**src/upc_pkg.sv**
```systemverilog
package upc_pkg;

  localparam int unsigned DATA_W        = 32;
  localparam int unsigned FRAC_BITS_DEF = 16;
  localparam int unsigned DIFF_W        = DATA_W + 1;
  localparam int unsigned TIME_STEP_W   = 31;

  // stream payload widths
  localparam int unsigned IN_DATA_W  = 7 * DATA_W;
  localparam int unsigned IN_USER_W  = 2;
  localparam int unsigned OUT_DATA_W = 2 * DATA_W;
  localparam int unsigned OUT_USER_W = 1;

  // config port
  localparam int unsigned CFG_ADDR_W = 5;
  localparam int unsigned CFG_DATA_W = 32;
  localparam int unsigned REG_IDX_W  = 3;

  localparam logic [REG_IDX_W-1:0] REG_LAMBDA      = 3'd0;
  localparam logic [REG_IDX_W-1:0] REG_TIME_STEP   = 3'd1;
  localparam logic [REG_IDX_W-1:0] REG_BND_AREA    = 3'd2;
  localparam logic [REG_IDX_W-1:0] REG_BND_DISCH   = 3'd3;
  localparam logic [REG_IDX_W-1:0] REG_BND_TIED    = 3'd4;

  localparam logic [DATA_W-1:0] SAT_MAX = 32'h7fff_ffff;
  localparam logic [DATA_W-1:0] SAT_MIN = 32'h8000_0000;

  // node held in the input register
  typedef struct packed {
    logic                     corr;
    logic                     first;
    logic signed [DATA_W-1:0] a_now;
    logic signed [DATA_W-1:0] q_now;
    logic signed [DATA_W-1:0] a_pred;
    logic signed [DATA_W-1:0] q_pred;
    logic signed [DIFF_W-1:0] d_mass;
    logic signed [DIFF_W-1:0] d_mom;
    logic signed [DATA_W-1:0] src;
  } upc_item_t;

  // register file contents other than the lambda ratio
  typedef struct packed {
    logic [TIME_STEP_W-1:0]   time_step;
    logic signed [DATA_W-1:0] bnd_area;
    logic signed [DATA_W-1:0] bnd_disch;
    logic                     bnd_tied;
  } upc_cfg_t;

endpackage

```
**src/upc_cfg_regs.sv**
```systemverilog
module upc_cfg_regs #(
  parameter int unsigned LAMBDA_W = upc_pkg::FRAC_BITS_DEF + 2
) (
  input  logic                             clk,
  input  logic                             rst_n,
  input  logic                             psel,
  input  logic                             penable,
  input  logic                             pwrite,
  input  logic [upc_pkg::CFG_ADDR_W-1:0]   paddr,
  input  logic [upc_pkg::CFG_DATA_W-1:0]   pwdata,
  output logic [upc_pkg::CFG_DATA_W-1:0]   prdata,
  output logic                             pready,
  output logic [LAMBDA_W-1:0]              lambda,
  output upc_pkg::upc_cfg_t                cfg
);
  import upc_pkg::*;

  logic [LAMBDA_W-1:0]    lambda_r;
  logic [TIME_STEP_W-1:0] time_step_r;
  logic [DATA_W-1:0]      bnd_area_r;
  logic [DATA_W-1:0]      bnd_disch_r;
  logic                   bnd_tied_r;
  logic                   wr_en;
  logic [REG_IDX_W-1:0]   idx;

  assign pready = 1'b1;
  assign wr_en  = psel && penable && pwrite && pready;
  assign idx    = paddr[CFG_ADDR_W-1:2];

  always_ff @(posedge clk) begin
    if (!rst_n) begin
      lambda_r    <= '0;
      time_step_r <= '0;
      bnd_area_r  <= '0;
      bnd_disch_r <= '0;
      bnd_tied_r  <= 1'b1;
    end else if (wr_en) begin
      case (idx)
        REG_LAMBDA:    lambda_r    <= pwdata[LAMBDA_W-1:0];
        REG_TIME_STEP: time_step_r <= pwdata[TIME_STEP_W-1:0];
        REG_BND_AREA:  bnd_area_r  <= pwdata[DATA_W-1:0];
        REG_BND_DISCH: bnd_disch_r <= pwdata[DATA_W-1:0];
        REG_BND_TIED:  bnd_tied_r  <= pwdata[0];
        default: ;
      endcase
    end
  end

  always_comb begin
    case (idx)
      REG_LAMBDA:    prdata = CFG_DATA_W'(lambda_r);
      REG_TIME_STEP: prdata = CFG_DATA_W'(time_step_r);
      REG_BND_AREA:  prdata = bnd_area_r;
      REG_BND_DISCH: prdata = bnd_disch_r;
      REG_BND_TIED:  prdata = CFG_DATA_W'(bnd_tied_r);
      default:       prdata = '0;
    endcase
  end

  assign lambda        = lambda_r;
  assign cfg.time_step = time_step_r;
  assign cfg.bnd_area  = bnd_area_r;
  assign cfg.bnd_disch = bnd_disch_r;
  assign cfg.bnd_tied  = bnd_tied_r;

endmodule

```
**config.mk**
```make
export PLATFORM = sky130hd
export DESIGN_NAME = upc_cfg_regs
export DESIGN_NICKNAME = d
export VERILOG_FILES = /design/src/upc_pkg.sv /design/src/upc_cfg_regs.sv
export SDC_FILE = /design/constraint.sdc
export NUM_CORES = 1
export LEC_CHECK = 0
export ABC_AREA = 1
export BUFFER_PORTS_ARGS = -buffer_cell sky130_fd_sc_hd__buf_4
export CAP_MARGIN = 20
export CORE_MARGIN = 1.5
export CORE_UTILIZATION = 47
export DETAILED_ROUTE_END_ITERATION = 7
export HOLD_SLACK_MARGIN = 0.15
export PLACE_DENSITY = 0.75
export SYNTH_ARGS = -nofsm -noshare
export SYNTH_HDL_FRONTEND = slang
export SYNTH_SLANG_ARGS = --single-unit
```
**constraint.sdc**
```tcl
create_clock -name clk -period 2.1 [get_ports clk]
set_input_delay 0.42 -clock clk [delete_from_list [all_inputs] [get_ports clk]]
set_output_delay 0.42 -clock clk [all_outputs]
set_load 0.01 [all_outputs]
```
## Word-level counts from Yosys, hierarchy flattened

Cells that the tools add are included.

- Bits in registers: 114
- Output and inout bits: 147
- Word-level logic and storage cells: 18

- Eq/ne operators: 4
- Mux-type cells: 1
- Reduce and logical (&&, ||, !) cells: 8

Operator list:

| operator | number |
|---|---|
| case mux 32 bit (5 select lines) | 1 |
| AND reduction 2 bit | 5 |
| == test 3 x 2 -> 1 bit (second input constant) | 2 |
| == test 3 x 1 -> 1 bit (second input constant) | 1 |
| == test 3 bit (second input constant) | 1 |
| logical NOT 3 bit | 1 |
| logical AND 1 bit | 2 |

## Depth between registers and ports, before layout

- Depth after elaboration: 3
- Depth in mapped cells: 9
- Mapped depth without buffers: 7

## Worst setup path before layout

No wires, ideal clock.

- Path kind: input -> output
- Start point: in paddr[4] (netlist name)
- End point: out prdata[10] (netlist name)
- Arrival: 1.341 ns
- Setup slack: 0.339 ns
- Stages: 9
- Buffers on the path: 2
- Path through: buf_2 > inv_2 > nand2_1 > nor2_4 > buf_6 > nand2_1 > nand2_1 > inv_1 > nand2_1

- Longest elaborated chain between the ends: 2

Ends and longest elaborated chain:

| element | line | source |
|---|---|---|
| from (decl) | upc_cfg_regs.sv:9 | `input logic [upc_pkg::CFG_ADDR_W-1:0] paddr,` |
| == test 3 bit, or another cell as far along | upc_cfg_regs.sv:50 | `case (idx)` |
| case mux 32 bit (5 select lines) (*) | upc_cfg_regs.sv:50 |  |
| to (decl) | upc_cfg_regs.sv:11 | `output logic [upc_pkg::CFG_DATA_W-1:0] prdata,` |

Every way passes the cells marked *; elsewhere a longest branch is shown, timed or not.

## Worst setup path in the final report

- Start point: in paddr[4] (netlist name)
- End point: out prdata[15] (netlist name)

Same word-level chain as after synthesis.

==> metrics <==
final net count=1092; Routed WL per cell=between 10 and 15 microns; GRT Total Usage=between 20 and 30%; worst vdd ir=0.845 mV; Placement Cell Area=0.00699 sq mm; Min-Delay Path Class=input port to register; CORE AREA=0.0114 sq mm; Flop pwr share=a little over two fifths; #FFs+latches synth=between 100 and 150; Worst EP arrival=1580 ps; Root Buffer=clkbuf_16; I/O pin count=around 190; Hold Path End=bnd_tied_r$_SDFFE_PN1P_; Final Skew=0 ps; FMAX=about 0.5 GHz; top cells by area, synth=dfxtp_1 (42%), nand2_1 (18%), nor2_1 (17%), nand3_1 (9.0%), inv_1 (4.8%); final setup fails=0; router iterations before antenna repair=5; pwr dens=roughly 700 mW/mm^2; leakage power=0.00374 uW; Total Power=roughly 5300 uW; fill cell count=1062; Inserted Clock Buffers=17; Worst-Skew Late Latency=between 400 and 500 ps; vias per inst=4.83; placed insts=1170; full die area=between 0.01 and 0.015 sq mm; layout cells sized above 1=~23%; R2R depth=2; HPWL Detailed=between 10000 and 15000 microns; cell taking the most area after synthesis=dfxtp_1; Syn Area/Cell=around 6.2 sq um; Setup crit start kind=input port; post-layout util=~67%; global route overflow=0; via count=slightly below 6000; worst-path fanout max=20; endpoints failing hold=0; CTS HTree Levels=4; critical-path cell list=buf_4 -> inv_2 -> nand2_1 -> nor2_4 -> buf_12 -> nand2_1 -> nand2_1 -> inv_1 -> nand2_1 -> buf_4; footprint of the multi-input gates=between 0.002 and 0.003 sq mm; combinational group share of total power=between 8 and 9%; RSZ-0062 raised after global routing=no; Final ANT Viol Nets=0; Antenna diodes=0; crit path kind=input port to primary output; num rows=39; synthesized instance count=881; Syn Nets=roughly 900; first-pass GRT wire length=between 20000 and 30000 microns; initial drt markers=335; Req. time, crit path=1680 ps; final period utilization=between 90 and 100%; Hold Crit Start=pwdata[0]; post-synthesis cell type count=20; internal power=~4100 uW; GPL Wtd Cong=0.801; Crit. End Element=primary output; Num Clock Sinks=114; Switching Fraction=a little under a quarter; DRC Markers=0; vias in the first global route=around 5200; slowest CP cell=nor2_4; max-slew violations=0; Register Area=~0.0023 sq mm; Layout Cells excl Fill=about 1200; minimum clock period after layout=roughly 2000 ps; Clock Tree Buf Depth=2; Critical R2R Capture=bnd_disch_r[31]$_SDFFE_PN0P_; synthesis-to-finish area growth=38.5%; Worst Hold Depth=3; Clock Power Share=between 40% and 50%; die height=about 110 microns; Worst path max stage delay=200 ps; Reg2Reg Setup Slack=~1400 ps; DIE WIDTH=roughly 110 microns; Crit Reg-Reg Startpoint=bnd_disch_r[31]$_SDFFE_PN0P_; most used cell along the critical path=nand2_1; CTS tree=done; clk slew on worst S/H paths=approximately 50 ps; Setup TNS Final=0 ps; antenna violations before repair=0; max cap viols=0; Initial Util=roughly 48%; Mapped Area=between 0.005 and 0.006 sq mm; port bufs=185; sequential fraction of the synthesis area=41.6%; Yosys top cell area share=between 40 and 50%; Final Cell Area=~0.0076 sq mm; Post-CTS Resized=0; NetSw=1220 uW; YS warnings=0; largest net degree at the start of global routing=about 120; outcome=completed; Post-Route WL=15800 microns
-- area by class of cell --
type	instances	area share, %
clock buffers	25	6.91
clock inverters	5	0.329
repair buffers	205	22.2
flip-flops and latches	114	30.0
multi-input cells	641	34.7
inverters	71	3.51
well taps	143	2.35
-- what timing repair did --
item | 4_1_cts | 5_1_grt
endpoints found under the hold margin | 0 | 0
buffers inserted | 0 | 2
hold buffers | 0 | 0
setup endpoints to repair | 0 | 4
-- layer usage --
metal	vias to the layer above	global-route usage, %	share of wire [%]
met1	2597	31.7	43
met4	0	9.37	1.9
met5	-	0	0
met2	191	41.4	48
met3	19	7.44	6.3
li1	3005	-	-
-- power groups by stage --
stage	Clock, uW	Combinational [uW]	Sequential, uW
floorplan	0	243	2270
global placement	0	429	2260
detailed placement	0	433	2260
CTS	2670	435	2220
global route	2780	494	2220
finish	2630	447	2220
-- Yosys cell counts, drive strengths merged --
cell type,n
o21ai,1
a21oi,17
nand2,265
nand3,101
clkbuf,8
conb,1
nor2,253
nand4,3
buf,47
dfxtp,114
inv,71
-- worst max-delay path by stage --
stage | start | to | slack, ps
final | paddr[4] | prdata[15] | 100
after global routing | paddr[4] | prdata[16] | 2
after CTS | paddr[4] | prdata[15] | 100
after detailed placement | paddr[4] | prdata[15] | 110
after global placement | paddr[4] | prdata[15] | 130
after floorplan | paddr[4] | prdata[10] | 340
-- per-stage QoR --
| step | hold WS (ps) | setup WS (ps) |
|---|---|---|
| after floorplan | 468 | 339 |
| after global placement | 489 | 130 |
| after detailed placement | 493 | 111 |
| after CTS | 294 | 99.3 |
| after global routing | 320 | 1.69 |
| final | 302 | 101 |
-- cells by family after synthesis --
group	count (synthesis)	synth area share, %
other	1	0.0683
flip-flops	114	41.6
AO/OA/AOI/OAI	18	1.64
AND/OR/NAND/NOR	622	46.1
buffers and inverters	126	10.6
-- layout by cell type (no fill, tap or decap), drive strengths merged --
| cell type | n |
|---|---|
| nand2 | 265 |
| nor2 | 253 |
| buf | 203 |
| dfxtp | 114 |
| nand3 | 101 |
| inv | 71 |
| clkbuf | 27 |
| a21oi | 17 |
| clkinv | 5 |
| nand4 | 3 |
| o21ai | 1 |
| conb | 1 |
-- state kept, by name (all words and copies together) (netlist names) --
register,flops
bnd_tied_r,1
lambda,18
bnd_disch_r,32
bnd_area_r,32
time_step_r,31
-- critical path: cells and delay by family --
| family | cells | cell delay [ps] |
|---|---|---|
| and+or+nand+nor | 5 | 510 |
| buffers and inverters | 5 | 640 |
No activity file was read; power rests on OpenSTA's default activity.
