File: src/upc_pkg.sv
package upc_pkg;

  localparam int unsigned DATA_W        = 32;
  localparam int unsigned FRAC_BITS_DEF = 16;
  localparam int unsigned DIFF_W        = DATA_W + 1;
  localparam int unsigned TIME_STEP_W   = 31;

  // stream payload widths
  localparam int unsigned IN_DATA_W  = 7 * DATA_W;
  localparam int unsigned IN_USER_W  = 2;
  localparam int unsigned OUT_DATA_W = 2 * DATA_W;
  localparam int unsigned OUT_USER_W = 1;

  // config port
  localparam int unsigned CFG_ADDR_W = 5;
  localparam int unsigned CFG_DATA_W = 32;
  localparam int unsigned REG_IDX_W  = 3;

  localparam logic [REG_IDX_W-1:0] REG_LAMBDA      = 3'd0;
  localparam logic [REG_IDX_W-1:0] REG_TIME_STEP   = 3'd1;
  localparam logic [REG_IDX_W-1:0] REG_BND_AREA    = 3'd2;
  localparam logic [REG_IDX_W-1:0] REG_BND_DISCH   = 3'd3;
  localparam logic [REG_IDX_W-1:0] REG_BND_TIED    = 3'd4;

  localparam logic [DATA_W-1:0] SAT_MAX = 32'h7fff_ffff;
  localparam logic [DATA_W-1:0] SAT_MIN = 32'h8000_0000;

  // node held in the input register
  typedef struct packed {
    logic                     corr;
    logic                     first;
    logic signed [DATA_W-1:0] a_now;
    logic signed [DATA_W-1:0] q_now;
    logic signed [DATA_W-1:0] a_pred;
    logic signed [DATA_W-1:0] q_pred;
    logic signed [DIFF_W-1:0] d_mass;
    logic signed [DIFF_W-1:0] d_mom;
    logic signed [DATA_W-1:0] src;
  } upc_item_t;

  // register file contents other than the lambda ratio
  typedef struct packed {
    logic [TIME_STEP_W-1:0]   time_step;
    logic signed [DATA_W-1:0] bnd_area;
    logic signed [DATA_W-1:0] bnd_disch;
    logic                     bnd_tied;
  } upc_cfg_t;

endpackage

File: src/upc_in_stage.sv
module upc_in_stage (
  input  logic                            clk,
  input  logic                            rst_n,
  input  logic                            in_valid,
  output logic                            in_ready,
  input  logic [upc_pkg::IN_DATA_W-1:0]   in_data,
  input  logic [upc_pkg::IN_USER_W-1:0]   in_user,
  output logic                            s1_valid,
  input  logic                            s1_ready,
  output upc_pkg::upc_item_t              s1_item
);
  import upc_pkg::*;

  logic                     s1_valid_r;
  logic                     s1_valid_nxt;
  upc_item_t                item_r;
  upc_item_t                item_nxt;
  logic signed [DATA_W-1:0] last_mass_r;
  logic signed [DATA_W-1:0] last_mom_r;
  logic signed [DATA_W-1:0] f_mass;
  logic signed [DATA_W-1:0] f_mom;
  logic                     take;

  assign in_ready = !s1_valid_r || s1_ready;
  assign take     = in_valid && in_ready;

  assign f_mass = in_data[5*DATA_W-1:4*DATA_W];
  assign f_mom  = in_data[6*DATA_W-1:5*DATA_W];

  always_comb begin
    item_nxt.corr   = in_user[0];
    item_nxt.first  = in_user[1];
    item_nxt.a_now  = in_data[DATA_W-1:0];
    item_nxt.q_now  = in_data[2*DATA_W-1:DATA_W];
    item_nxt.a_pred = in_data[3*DATA_W-1:2*DATA_W];
    item_nxt.q_pred = in_data[4*DATA_W-1:3*DATA_W];
    item_nxt.src    = in_data[7*DATA_W-1:6*DATA_W];
    // backward flux difference; node zero sees no upstream flux
    if (in_user[1]) begin
      item_nxt.d_mass = DIFF_W'(f_mass);
      item_nxt.d_mom  = DIFF_W'(f_mom);
    end else begin
      item_nxt.d_mass = DIFF_W'(f_mass) - DIFF_W'(last_mass_r);
      item_nxt.d_mom  = DIFF_W'(f_mom) - DIFF_W'(last_mom_r);
    end
  end

  always_comb begin
    if (take) begin
      s1_valid_nxt = 1'b1;
    end else if (s1_ready) begin
      s1_valid_nxt = 1'b0;
    end else begin
      s1_valid_nxt = s1_valid_r;
    end
  end

  always_ff @(posedge clk) begin
    if (!rst_n) begin
      s1_valid_r  <= 1'b0;
      last_mass_r <= '0;
      last_mom_r  <= '0;
    end else begin
      s1_valid_r <= s1_valid_nxt;
      if (take) begin
        last_mass_r <= f_mass;
        last_mom_r  <= f_mom;
      end
    end
  end

  always_ff @(posedge clk) begin
    if (take) begin
      item_r <= item_nxt;
    end
  end

  assign s1_valid = s1_valid_r;
  assign s1_item  = item_r;

endmodule

File: config.mk
export PLATFORM = sky130hd
export DESIGN_NAME = upc_in_stage
export DESIGN_NICKNAME = d
export VERILOG_FILES = /design/src/upc_pkg.sv /design/src/upc_in_stage.sv
export SDC_FILE = /design/constraint.sdc
export NUM_CORES = 1
export LEC_CHECK = 0
export BUFFER_PORTS_ARGS = -buffer_cell sky130_fd_sc_hd__buf_2
export CAP_MARGIN = 15
export CORE_AREA = 2 2 179 181
export DETAILED_ROUTE_END_ITERATION = 6
export DIE_AREA = 0 0 181 183
export PLACE_DENSITY = 0.72
export SLEW_MARGIN = 20
export SYNTH_ARGS = -nofsm -noshare
export SYNTH_HDL_FRONTEND = slang
export SYNTH_SLANG_ARGS = --single-unit
export TNS_END_PERCENT = 5
File: constraint.sdc
create_clock -name clk -period 16.9 [get_ports clk]
set_input_delay 0.845 -clock clk [delete_from_list [all_inputs] [get_ports clk]]
set_output_delay 0.845 -clock clk [all_outputs]
set_load 0.01 [all_outputs]
# --- Word level (Yosys, flattened, before mapping) ---
# Index checks and enable logic that the tools add are counted.
# Widths: inputs -> output; s select.
totals:
  wordCells: 21
  input_bits: 230
  output_inout_bits: 230
  ff_bits: 293
classes:
  reduce_logical: 4
  n_mux: 3
  n_addsub: 2
ops:
  columns: ["operator", "n"]
  rows:
  - ["$mux 66", 1]
  - ["$sub 32x32->33", 2]
  - ["$mux 1", 2]
  - ["$reduce_bool 2->1", 1]
  - ["$logic_and 1x1->1", 1]
  - ["$logic_not 1->1", 1]
  - ["$logic_or 1x1->1", 1]

# --- Logic depth before layout (Yosys ltp) ---
# Gate-level depths: netlist of the first run.
depth:
  word_depth: 4
  mapped_depth: 11
  mapped_depth_nobuf: 11

# --- Worst setup path after synthesis of the first run ---
# No wires, ideal clock.
synth_path:
  path_kind: "in2reg"
  startpoint: "in s1_ready"
  endpoint: "reg item_r, in the netlist s1_item[0], enable pin"
  setup_ps: 683
  arrival_ps: 7524
  required_ps: 16217
  path_slack_ps: 8693
  stages: 4
  n_path_buf: 1
  cell_sequence: "nand2b_1 > nand2_1 > inv_1 > clkbuf_1"
synth_via:
  elab_chain_cells: 2
synth_lines:
  columns: ["element", "line_no", "rtl"]
  rows:
  - ["start: declaration", "upc_in_stage.sv:9", "input logic s1_ready,"]
  - ["$logic_or 1x1->1", "upc_in_stage.sv:24", "assign in_ready = !s1_valid_r || s1_ready;"]
  - ["$logic_and 1x1->1", "upc_in_stage.sv:25", "assign take = in_valid && in_ready;"]
  - ["end signal: assignment", "upc_in_stage.sv:74", "item_r <= item_nxt;"]
  - ["end: declaration", "upc_in_stage.sv:16", "upc_item_t item_r;"]
# Every way passes these cells.
# A chain may end at the register's enable or synchronous reset.

==> results of run 1 <==
[final cells by class]
class | instances | share of cell area, %
flip-flops and latches | 293 | 46.6
multi-input cells | 800 | 28.9
repair buffers | 464 | 13.4
clock buffers | 48 | 5.46
well taps | 402 | 2.88
inverters | 83 | 1.82
clock inverters | 13 | 0.923
diodes | 5 | 0.0715
[tightest hold or removal path, cell delays in order, from the launching register on]
cell	delay, ns
dfxtp_1	0.30
nand2_1	0.05
a21boi_0	0.06
[flip-flops by register name (all words and copies together) (netlist names)]
register     cells
s1_item        228
last_mass_r     32
last_mom_r      32
s1_valid         1
[power by group through the flow]
stage | logic (mW) | clock network, mW | registers [mW]
floorplan | 0.174 | 0 | 0.896
global placement | 0.319 | 0 | 0.867
detailed placement | 0.324 | 0 | 0.868
CTS | 0.326 | 0.750 | 0.854
global route | 0.358 | 0.777 | 0.858
finish | 0.326 | 0.736 | 0.854
[Yosys cell counts (all sizes together), types with 6 or more instances]
library cell    n
nand2         241
edfxtp        228
o21ai          84
inv            83
a21boi         67
dfxtp          65
ha             64
a21oi          60
clkbuf         39
nor2           39
a21o           35
xnor2          32
xor2           21
o21a           17
nand4          12
buf            10
a211oi          8
o31ai           8
a31oi           7
and3            7
nand3           7
nor3            7
o211ai          7
nand2b          6
[layer usage]
metal	up-vias	routed length [um]	track usage, %
li1	5288	-	-
met1	5345	18400	33.6
met2	445	20100	41.0
met3	86	3960	7.37
met4	12	1580	9.27
met5	-	73	0
[through the flow]
step / utilization [%] / instance area [sq um] / power (mW) / worst slack (ns)
2_1_floorplan: - / 13700 / 1.07 / 8.69
3_3_place_gp: 52.4 / 16400 / 1.19 / 13.27
3_5_place_dp: 52.4 / 16400 / 1.19 / 13.24
4_1_cts: 56.0 / 17500 / 1.93 / 13.78
5_1_grt: 56.0 / 17500 / 1.99 / 13.52
6_report: 56.0 / 17500 / 1.92 / 13.72
[cell families after synthesis]
group	share of synthesized area, %
AND/OR/NAND/NOR	10.5
AO/OA/AOI/OAI	16.3
flip-flops	59.4
buffers and inverters	3.70
adder cells (fa/ha/maj)	6.13
XOR/XNOR	3.39
multiplexers	0.529
[path summary, 6_finish.rpt]
check | slack [ns] | to | startpoint
max | 13.72 | s1_item[97] | in_data[128]
min | 0.46 | last_mass_r[4] | last_mass_r[4]
max reg2reg | 13.91 | s1_item[97] | last_mass_r[0]
min reg2reg | 0.46 | last_mass_r[4] | last_mass_r[4]
==> impl_metrics.env, run 1 <==
export IMPL_drive_gt1_share_pct=31.0
export IMPL_grt_overflow_total=0
export IMPL_whs_path_depth=2
export IMPL_worstHoldPathType="reg -> reg"
export IMPL_period_minus_slack_ns=3.18
export IMPL_holdWs_ns=0.462
export IMPL_yosysSeqAreaShare_pct=59.4
export IMPL_ctsResizeCount=0
export IMPL_clk_insertion_delay_late_ns=0.52
export IMPL_synth_area_top_cells="edfxtp_1, dfxtp_1, nand2_1"
export IMPL_critPathBufInv=2
export IMPL_antenna_found_initial=8
export IMPL_clock_power_share_pct=38.4
export IMPL_synth_avg_cell_area_sq_um=11.2
export IMPL_core_area_sq_um=31200
export IMPL_hold_viol=0
export IMPL_netlist_instances=1225
export IMPL_drtIter0Drc=783
export IMPL_fin_nets=1972
export IMPL_worstPathRequired_ns=17.15
export IMPL_yosysTopAreaCell="edfxtp_1"
export IMPL_detail_route_antenna_nets=0
export IMPL_setup_viol=0
export IMPL_synth_top_cell_area_share_pct=50.0
export IMPL_fin_worst_skew_ns=0.0150
export IMPL_regArea_sq_um=8150
export IMPL_initial_core_util_pct=43.9
export IMPL_status="finished clean"
export IMPL_clkTransAtPathRegs_ns=0.05
export IMPL_synth_enable_flop_cells=228
export IMPL_syn_area_sq_um=13700
export IMPL_totalNegativeSetupSlack_ns=0
export IMPL_critPathCaptureType="flop"
export IMPL_criticalPathCategory="in -> reg"
export IMPL_crit_chain="buf_2, inv_1, ha_1, fa_1, nor2b_1, o21ai_1, a21oi_1, o21ai_1, o41ai_2, a21oi_1, o221ai_1, nand3_1"
export IMPL_cts_max_level=2
export IMPL_dpl_hpwl_mm=33.1
export IMPL_p_leak_nw=7.36
export IMPL_critPathLaunchType="primary input"
export IMPL_cts_buffers=34
export IMPL_internal_power_mw=1.41
export IMPL_ir_drop_uv=68.5
export IMPL_groute_usage_overall_pct=25.7
export IMPL_fmax_mhz=315
export IMPL_drv_cap=0
export IMPL_avgViaCountPerCell=5.30
export IMPL_ys_seq_elements=293
export IMPL_die_area_sq_um=33100
export IMPL_crit_arrival_ns=3.43
export IMPL_synth_cell_type_count=69
export IMPL_syn_to_final_growth_pct=27.6
export IMPL_slowest_stage="o41ai_2"
export IMPL_clk_path_buf_depth=3
export IMPL_ios=460
export IMPL_grt_pass1_vias=10900
export IMPL_slowest_delay_ns=0.54
export IMPL_multi_input_area_sq_um=5050
export IMPL_grt_setup_unrepaired="no"
export IMPL_vias=11200
export IMPL_dp_cells=2042
export IMPL_die_w_um=181
export IMPL_crit_family="compound AO/OA/AOI/OAI gates"
export IMPL_grt_pass1_wl_mm=65.3
export IMPL_switching_share_pct=26.7
export IMPL_sequentialPowerShare_pct=44.6
export IMPL_combPwrFrac_pct=17.0
export IMPL_finalCritPeriodShare_pct=18.8
export IMPL_nFillCells=2725
export IMPL_grt_max_degree=152
export IMPL_postCtsSetupBuffers=0
export IMPL_drc_errors=0
export IMPL_ys_warn_count=0
export IMPL_cts_tree="yes"
export IMPL_synth_ff_type="edfxtp_1"
export IMPL_holdBufCountCts=0
export IMPL_gp_congestion=0.937
export IMPL_maxSlewHeadroom_pct=32.6
export IMPL_synth_fp_nets=1521
export IMPL_wl_per_cell_um=20.9
export IMPL_reg2reg_depth=10
export IMPL_cts_sinks=293
export IMPL_firstDrtPassIters=5
export IMPL_layout_common_cells="buf_2, nand2_1, edfxtp_1"
export IMPL_worstSetupPathDepth=12
export IMPL_rows=65
export IMPL_clockRootBuffer="clkbuf_16"
export IMPL_worstPathMaxFanout=3
export IMPL_power_density_nw_per_um2=110
export IMPL_switching_power_mw=0.511
export IMPL_postSynth_asyncResetShare_pct=0
export IMPL_fin_cells=2108
export IMPL_die_h_um=183
export IMPL_worstMarginPinSlew_ns=1.01
export IMPL_port_buffers=459
export IMPL_layout_commonest_cell="buf_2"
export IMPL_drv_slew=0
export IMPL_routed_wl_mm=44.1
Note: power is estimated with default switching activity, not from simulation.
==> run 2, diff against run 1 <==
Clock period 16.9 ns to 3 ns, I/O delays scaled along.
==> run 2 against run 1 <==
Effect of this change: final area is 14% higher; sequential share of layout area is 5.7 points lower; flip-flop and latch count stayed put; setup slack worse by 14 ns; global-route usage is 2.9 points higher; highest routed layer unchanged; largest cell class unchanged; combinational power grew to 6.6 times the previous value; clock power grew to 5.9 times the previous value; die area stayed put; critical path depth is 2 higher.
==> impl_metrics.env, run 2 (synthesis results as in run 1) <==
export IMPL_core_area_sq_um=31200
export IMPL_power_density_nw_per_um2=565
export IMPL_critPathLaunchType="primary input"
export IMPL_criticalPathCategory="in -> reg"
export IMPL_routed_wl_mm=49.0
export IMPL_clockRootBuffer="clkbuf_16"
export IMPL_maxSlewHeadroom_pct=39.9
export IMPL_finalCritPeriodShare_pct=93.7
export IMPL_drive_gt1_share_pct=28.1
export IMPL_die_area_sq_um=33100
export IMPL_die_h_um=183
export IMPL_crit_arrival_ns=3.07
export IMPL_cts_buffers=35
export IMPL_gp_congestion=0.928
export IMPL_layout_common_cells="buf_2, nand2_1, edfxtp_1"
export IMPL_rows=65
export IMPL_grt_setup_unrepaired="no"
export IMPL_hold_start="s1_ready"
export IMPL_nFillCells=2457
export IMPL_worstPathRequired_ns=3.26
export IMPL_fin_nets=2207
export IMPL_period_minus_slack_ns=2.81
export IMPL_wl_per_cell_um=20.9
export IMPL_whs_path_depth=3
export IMPL_worstHoldPathType="in -> reg"
export IMPL_totalNegativeSetupSlack_ns=0
export IMPL_firstDrtPassIters=5
export IMPL_clkTransAtPathRegs_ns=0.06
export IMPL_p_total_mw=11.3
export IMPL_worstPathMaxFanout=3
export IMPL_drv_slew=0
export IMPL_antenna_found_initial=6
export IMPL_hold_viol=0
export IMPL_port_buffers=459
export IMPL_groute_usage_overall_pct=28.6
export IMPL_grt_overflow_total=0
export IMPL_p_leak_nw=8.38
export IMPL_fmax_mhz=356
export IMPL_vias=12300
export IMPL_clk_path_buf_depth=3
export IMPL_fin_worst_skew_ns=0.0163
export IMPL_dpl_cell_area_sq_um=16500
export IMPL_syn_to_final_growth_pct=45.3
export IMPL_initial_core_util_pct=43.9
export IMPL_largest_reg_flops=228
export IMPL_ios=460
export IMPL_reg2reg_depth=11
export IMPL_crit_chain="dlygate4sd3_1, buf_2, inv_1, ha_1, fa_1, nor2b_1, o21ai_1, a21oi_1, o21ai_1, o41ai_2, buf_4, a21oi_1, o221ai_1, nand3_1"
export IMPL_slowest_delay_ns=0.52
export IMPL_dpl_hpwl_mm=34.1
export IMPL_regToRegEndpoint="s1_item[64]"
export IMPL_cts_sinks=293
export IMPL_min_to="s1_valid"
export IMPL_worstMarginPinSlew_ns=0.902
export IMPL_drtIter0Drc=770
export IMPL_holdWs_ns=0.0334
export IMPL_drc_errors=0
export IMPL_postCtsSetupBuffers=0
export IMPL_critPathCaptureType="flop"
export IMPL_postLayoutCellArea_sq_um=19900
export IMPL_setup_viol=0
export IMPL_grt_pass1_wl_mm=72.7
export IMPL_detail_route_antenna_nets=0
export IMPL_r2r_slack_ns=0.20
export IMPL_grt_pass1_vias=12100
export IMPL_slowest_stage="dlygate4sd3_1"
export IMPL_reg2reg_from="last_mom_r[0]"
export IMPL_die_w_um=181
export IMPL_avgViaCountPerCell=5.26
export IMPL_critPathBufInv=4
export IMPL_ir_drop_uv=515
export IMPL_layout_commonest_cell="buf_2"
export IMPL_status="finished clean"
export IMPL_clk_insertion_delay_late_ns=0.52
export IMPL_grt_max_degree=82
export IMPL_crit_family="compound AO/OA/AOI/OAI gates"
export IMPL_cts_max_level=2
export IMPL_drv_cap=0
export IMPL_cts_tree="yes"
-- run 2: report_power, final --
part           internal (mW)  switching, mW
Clock                   2.55           1.76
Sequential              4.71         0.0962
Combinational          0.929           1.21
Total                   8.19           3.07
-- run 2: per-stage QoR --
| step | std cells | setup WS [ns] | util (%) |
|---|---|---|---|
| after floorplan | 1225 | 0.235 | - |
| after global placement | 2050 | 0.267 | 52.7 |
| after detailed placement | 2050 | 0.210 | 52.7 |
| after CTS | 2339 | 0.201 | 63.7 |
| after global routing | 2342 | 0.0362 | 63.7 |
| final | 2345 | 0.188 | 63.8 |
-- run 2: worst max path at each step --
| stage | from | to | slack, ns | cells after the start |
|---|---|---|---|---|
| global placement | in_data[128] | s1_item[87] | 0.27 | 12 |
| floorplan | s1_valid | s1_item[0] | 0.24 | 4 |
| global route | last_mom_r[1] | s1_item[61] | 0.04 | 10 |
| detailed placement | last_mom_r[0] | s1_item[64] | 0.21 | 11 |
| finish | in_data[128] | s1_item[97] | 0.19 | 14 |
| CTS | last_mom_r[0] | s1_item[64] | 0.20 | 11 |
-- run 2: per-layer routing --
layer / share of wire [%] / up-vias / track usage [%]
li1: - / 5776 / -
met1: 41 / 5874 / 35.7
met2: 46 / 560 / 47.1
met3: 8.2 / 123 / 7.80
met4: 4.5 / 2 / 12.0
met5: 0.037 / - / 0
-- run 2: final cells by class --
class	count	area, sq um	share of cell area [%]
Sequential cell	293	8150	40.9
Antenna cell	6	15.0	0.0754
Multi-Input combinational cell	800	5060	25.4
Clock buffer	45	965	4.84
Clock inverter	18	191	0.961
Inverter	83	319	1.60
Tap cell	402	503	2.53
Timing Repair Buffer	698	4710	23.6
-- run 2: worst reg2reg max path, stage by stage (launching register included) --
cell and delay, ns:
dfxtp_1 0.31, ha_1 0.21, fa_1 0.43, nor2b_1 0.17, o31a_1 0.25, o31ai_1 0.13, nand2_1 0.13, a31oi_1 0.09
buf_4 0.16, o21ai_0 0.27, nand2_1 0.09, a221o_1 0.32
-- run 2: what timing repair did --
action	4_1_cts	5_1_grt
resized for setup	0	2
setup endpoints to repair	0	1
hold buffers	226	0
hold endpoints to repair	280	0
==> run 3, diff against run 2 <==
Clock period 3 ns to 2.8 ns, I/O delays scaled along.
==> run 3 against run 2 <==
Effect of this change: die area stayed put; first-iteration DRC count up 8.8%; register-to-register slack lost 0.09 ns; combinational power rose by 8%; wire length is 0.16% higher; setup slack got worse by 0.079 ns; clock skew is 0.00053 ns higher; final area increased by 0.47%; critical path type is now reg -> reg; flip-flop and latch count did not move.
==> impl_metrics.env, run 3 (synthesis results as in run 1) <==
export IMPL_setup_viol=0
export IMPL_p_leak_nw=8.43
export IMPL_crit_chain="inv_1, ha_1, nor2b_2, o31a_2, o2111ai_2, a211oi_2, a21oi_1, o221ai_1, xnor2_1, o21ai_0"
export IMPL_ir_drop_uv=502
export IMPL_initial_core_util_pct=43.9
export IMPL_grt_pass1_vias=12100
export IMPL_clock_power_share_pct=37.9
export IMPL_fin_nets=2220
export IMPL_cts_sinks=293
export IMPL_clk_insertion_delay_late_ns=0.51
export IMPL_worstHoldPathType="in -> reg"
export IMPL_switching_share_pct=26.8
export IMPL_die_area_sq_um=33100
export IMPL_reg2reg_from="last_mass_r[1]"
export IMPL_layout_commonest_cell="buf_2"
export IMPL_worstMarginPinSlew_ns=0.824
export IMPL_drv_slew=0
export IMPL_critPathCaptureType="flop"
export IMPL_drc_errors=0
export IMPL_die_w_um=181
export IMPL_syn_to_final_growth_pct=46.0
export IMPL_finalCritPeriodShare_pct=96.1
export IMPL_holdWs_ns=0.0259
export IMPL_die_h_um=183
export IMPL_clkTransAtPathRegs_ns=0.06
export IMPL_vias=12300
export IMPL_min_to="s1_valid"
export IMPL_cts_buffers=34
export IMPL_gp_congestion=0.966
export IMPL_clk_path_buf_depth=3
export IMPL_crit_arrival_ns=2.93
export IMPL_combPwrFrac_pct=19.3
export IMPL_groute_usage_overall_pct=28.8
export IMPL_avgViaCountPerCell=5.24
export IMPL_grt_overflow_total=0
export IMPL_r2r_slack_ns=0.11
export IMPL_clockRootBuffer="clkbuf_16"
export IMPL_grt_max_degree=74
export IMPL_hold_start="s1_ready"
export IMPL_detail_route_antenna_nets=0
export IMPL_reg2reg_depth=10
export IMPL_regToRegEndpoint="s1_item[86]"
export IMPL_ios=460
export IMPL_largest_reg_flops=228
export IMPL_grt_pass1_wl_mm=73.3
export IMPL_core_area_sq_um=31200
export IMPL_period_minus_slack_ns=2.69
export IMPL_power_density_nw_per_um2=602
export IMPL_worstPathMaxFanout=4
export IMPL_hold_viol=0
export IMPL_critPathBufInv=1
export IMPL_sequentialPowerShare_pct=42.8
export IMPL_drive_gt1_share_pct=28.5
export IMPL_dpl_hpwl_mm=34.5
export IMPL_routed_wl_mm=49.1
export IMPL_nFillCells=2431
export IMPL_switching_power_mw=3.23
export IMPL_crit_family="compound AO/OA/AOI/OAI gates"
export IMPL_fin_worst_skew_ns=0.0168
export IMPL_worstPathRequired_ns=3.04
export IMPL_criticalPathCategory="reg -> reg"
export IMPL_slowest_delay_ns=0.38
export IMPL_whs_path_depth=3
export IMPL_grt_setup_unrepaired="yes"
export IMPL_firstDrtPassIters=5
export IMPL_wl_per_cell_um=20.8
export IMPL_critPathLaunchType="flop"
export IMPL_layout_common_cells="buf_2, nand2_1, edfxtp_1"
export IMPL_maxSlewHeadroom_pct=45.0
export IMPL_cts_max_level=2
export IMPL_antenna_found_initial=7
export IMPL_slowest_stage="a21oi_1"
export IMPL_status="finished clean"
export IMPL_port_buffers=459
export IMPL_postLayoutCoreUtil_pct=64.1
export IMPL_rows=65
export IMPL_internal_power_mw=8.82
export IMPL_fmax_mhz=372
export IMPL_drv_cap=0
export IMPL_cts_tree="yes"
export IMPL_drtIter0Drc=838
run 3: cell count changes in the layout (fill, tap and decap cells not counted), sizes merged:
| cell | change |
|---|---|
| buf | +14 |
| inv | -2 |
| bufinv | +1 |
| clkinv | -1 |
| clkinvlp | -1 |
| diode | -1 |
run 3: stage by stage:
stage	power, mW	cells	worst slack, ns	TNS (ns)	cell area (sq um)
global route	12.5	2355	-0.0732	-0.235	20000
finish	12.0	2355	0.109	0	20000
floorplan	6.41	1225	0.0351	0	13700
CTS	12.1	2349	0.0796	0	20000
detailed placement	7.25	2063	0.117	0	16600
global placement	7.22	2063	0.145	0	16600
run 3: power by group through the flow:
| stage | sequential (mW) | clock, mW | combinational, mW |
|---|---|---|---|
| 6_report | 5.15 | 4.57 | 2.32 |
| 4_1_cts | 5.15 | 4.63 | 2.29 |
| 3_3_place_gp | 5.23 | 0 | 1.99 |
| 5_1_grt | 5.18 | 4.82 | 2.52 |
| 3_5_place_dp | 5.23 | 0 | 2.01 |
| 2_1_floorplan | 5.36 | 0 | 1.05 |
run 3: worst max-delay path by stage:
stage                  end  slack [ns]  depth (start not counted)            from
2_1_floorplan   s1_item[0]        0.04                          4        s1_valid
3_3_place_gp   s1_item[60]        0.15                         12    in_data[160]
3_5_place_dp   s1_item[64]        0.12                         11   last_mom_r[0]
4_1_cts        s1_item[62]        0.08                         12   last_mom_r[0]
5_1_grt        s1_item[86]       -0.07                         10  last_mass_r[1]
6_report       s1_item[86]        0.11                         10  last_mass_r[1]
run 3: timing repair:
item                                    4_1_cts  5_1_grt
endpoints found under the setup margin        0       14
resized for setup                             0        9
hold buffers                                226        0
setup buffers                                 0        1
hold endpoints to repair                    281        0
run 3: metal layers:
layer  global-route usage (%)  vias to the layer above  share of wire, %
li1                         -                     5810                 -
met1                     36.4                     5870                41
met2                     47.8                      543                47
met3                     7.09                      108               7.9
met4                     11.2                        4               4.4
met5                        0                        -             0.057
run 3: worst register-to-register path: stages (launching register included):
cell       delay [ns]
dfxtp_1          0.37
inv_1            0.06
ha_1             0.26
nor2b_2          0.17
o31a_2           0.32
o2111ai_2        0.30
a211oi_2         0.15
a21oi_1          0.38
o221ai_1         0.19
xnor2_1          0.15
o21ai_0          0.09
run 3: final cells by class:
type | instances | area, sq um | area share [%]
Antenna cell | 5 | 12.5 | 0.0625
Clock buffer | 45 | 943 | 4.72
Clock inverter | 15 | 201 | 1.01
Inverter | 83 | 319 | 1.59
Multi-Input combinational cell | 800 | 5080 | 25.4
Sequential cell | 293 | 8150 | 40.7
Tap cell | 402 | 503 | 2.51
Timing Repair Buffer | 712 | 4800 | 24.0
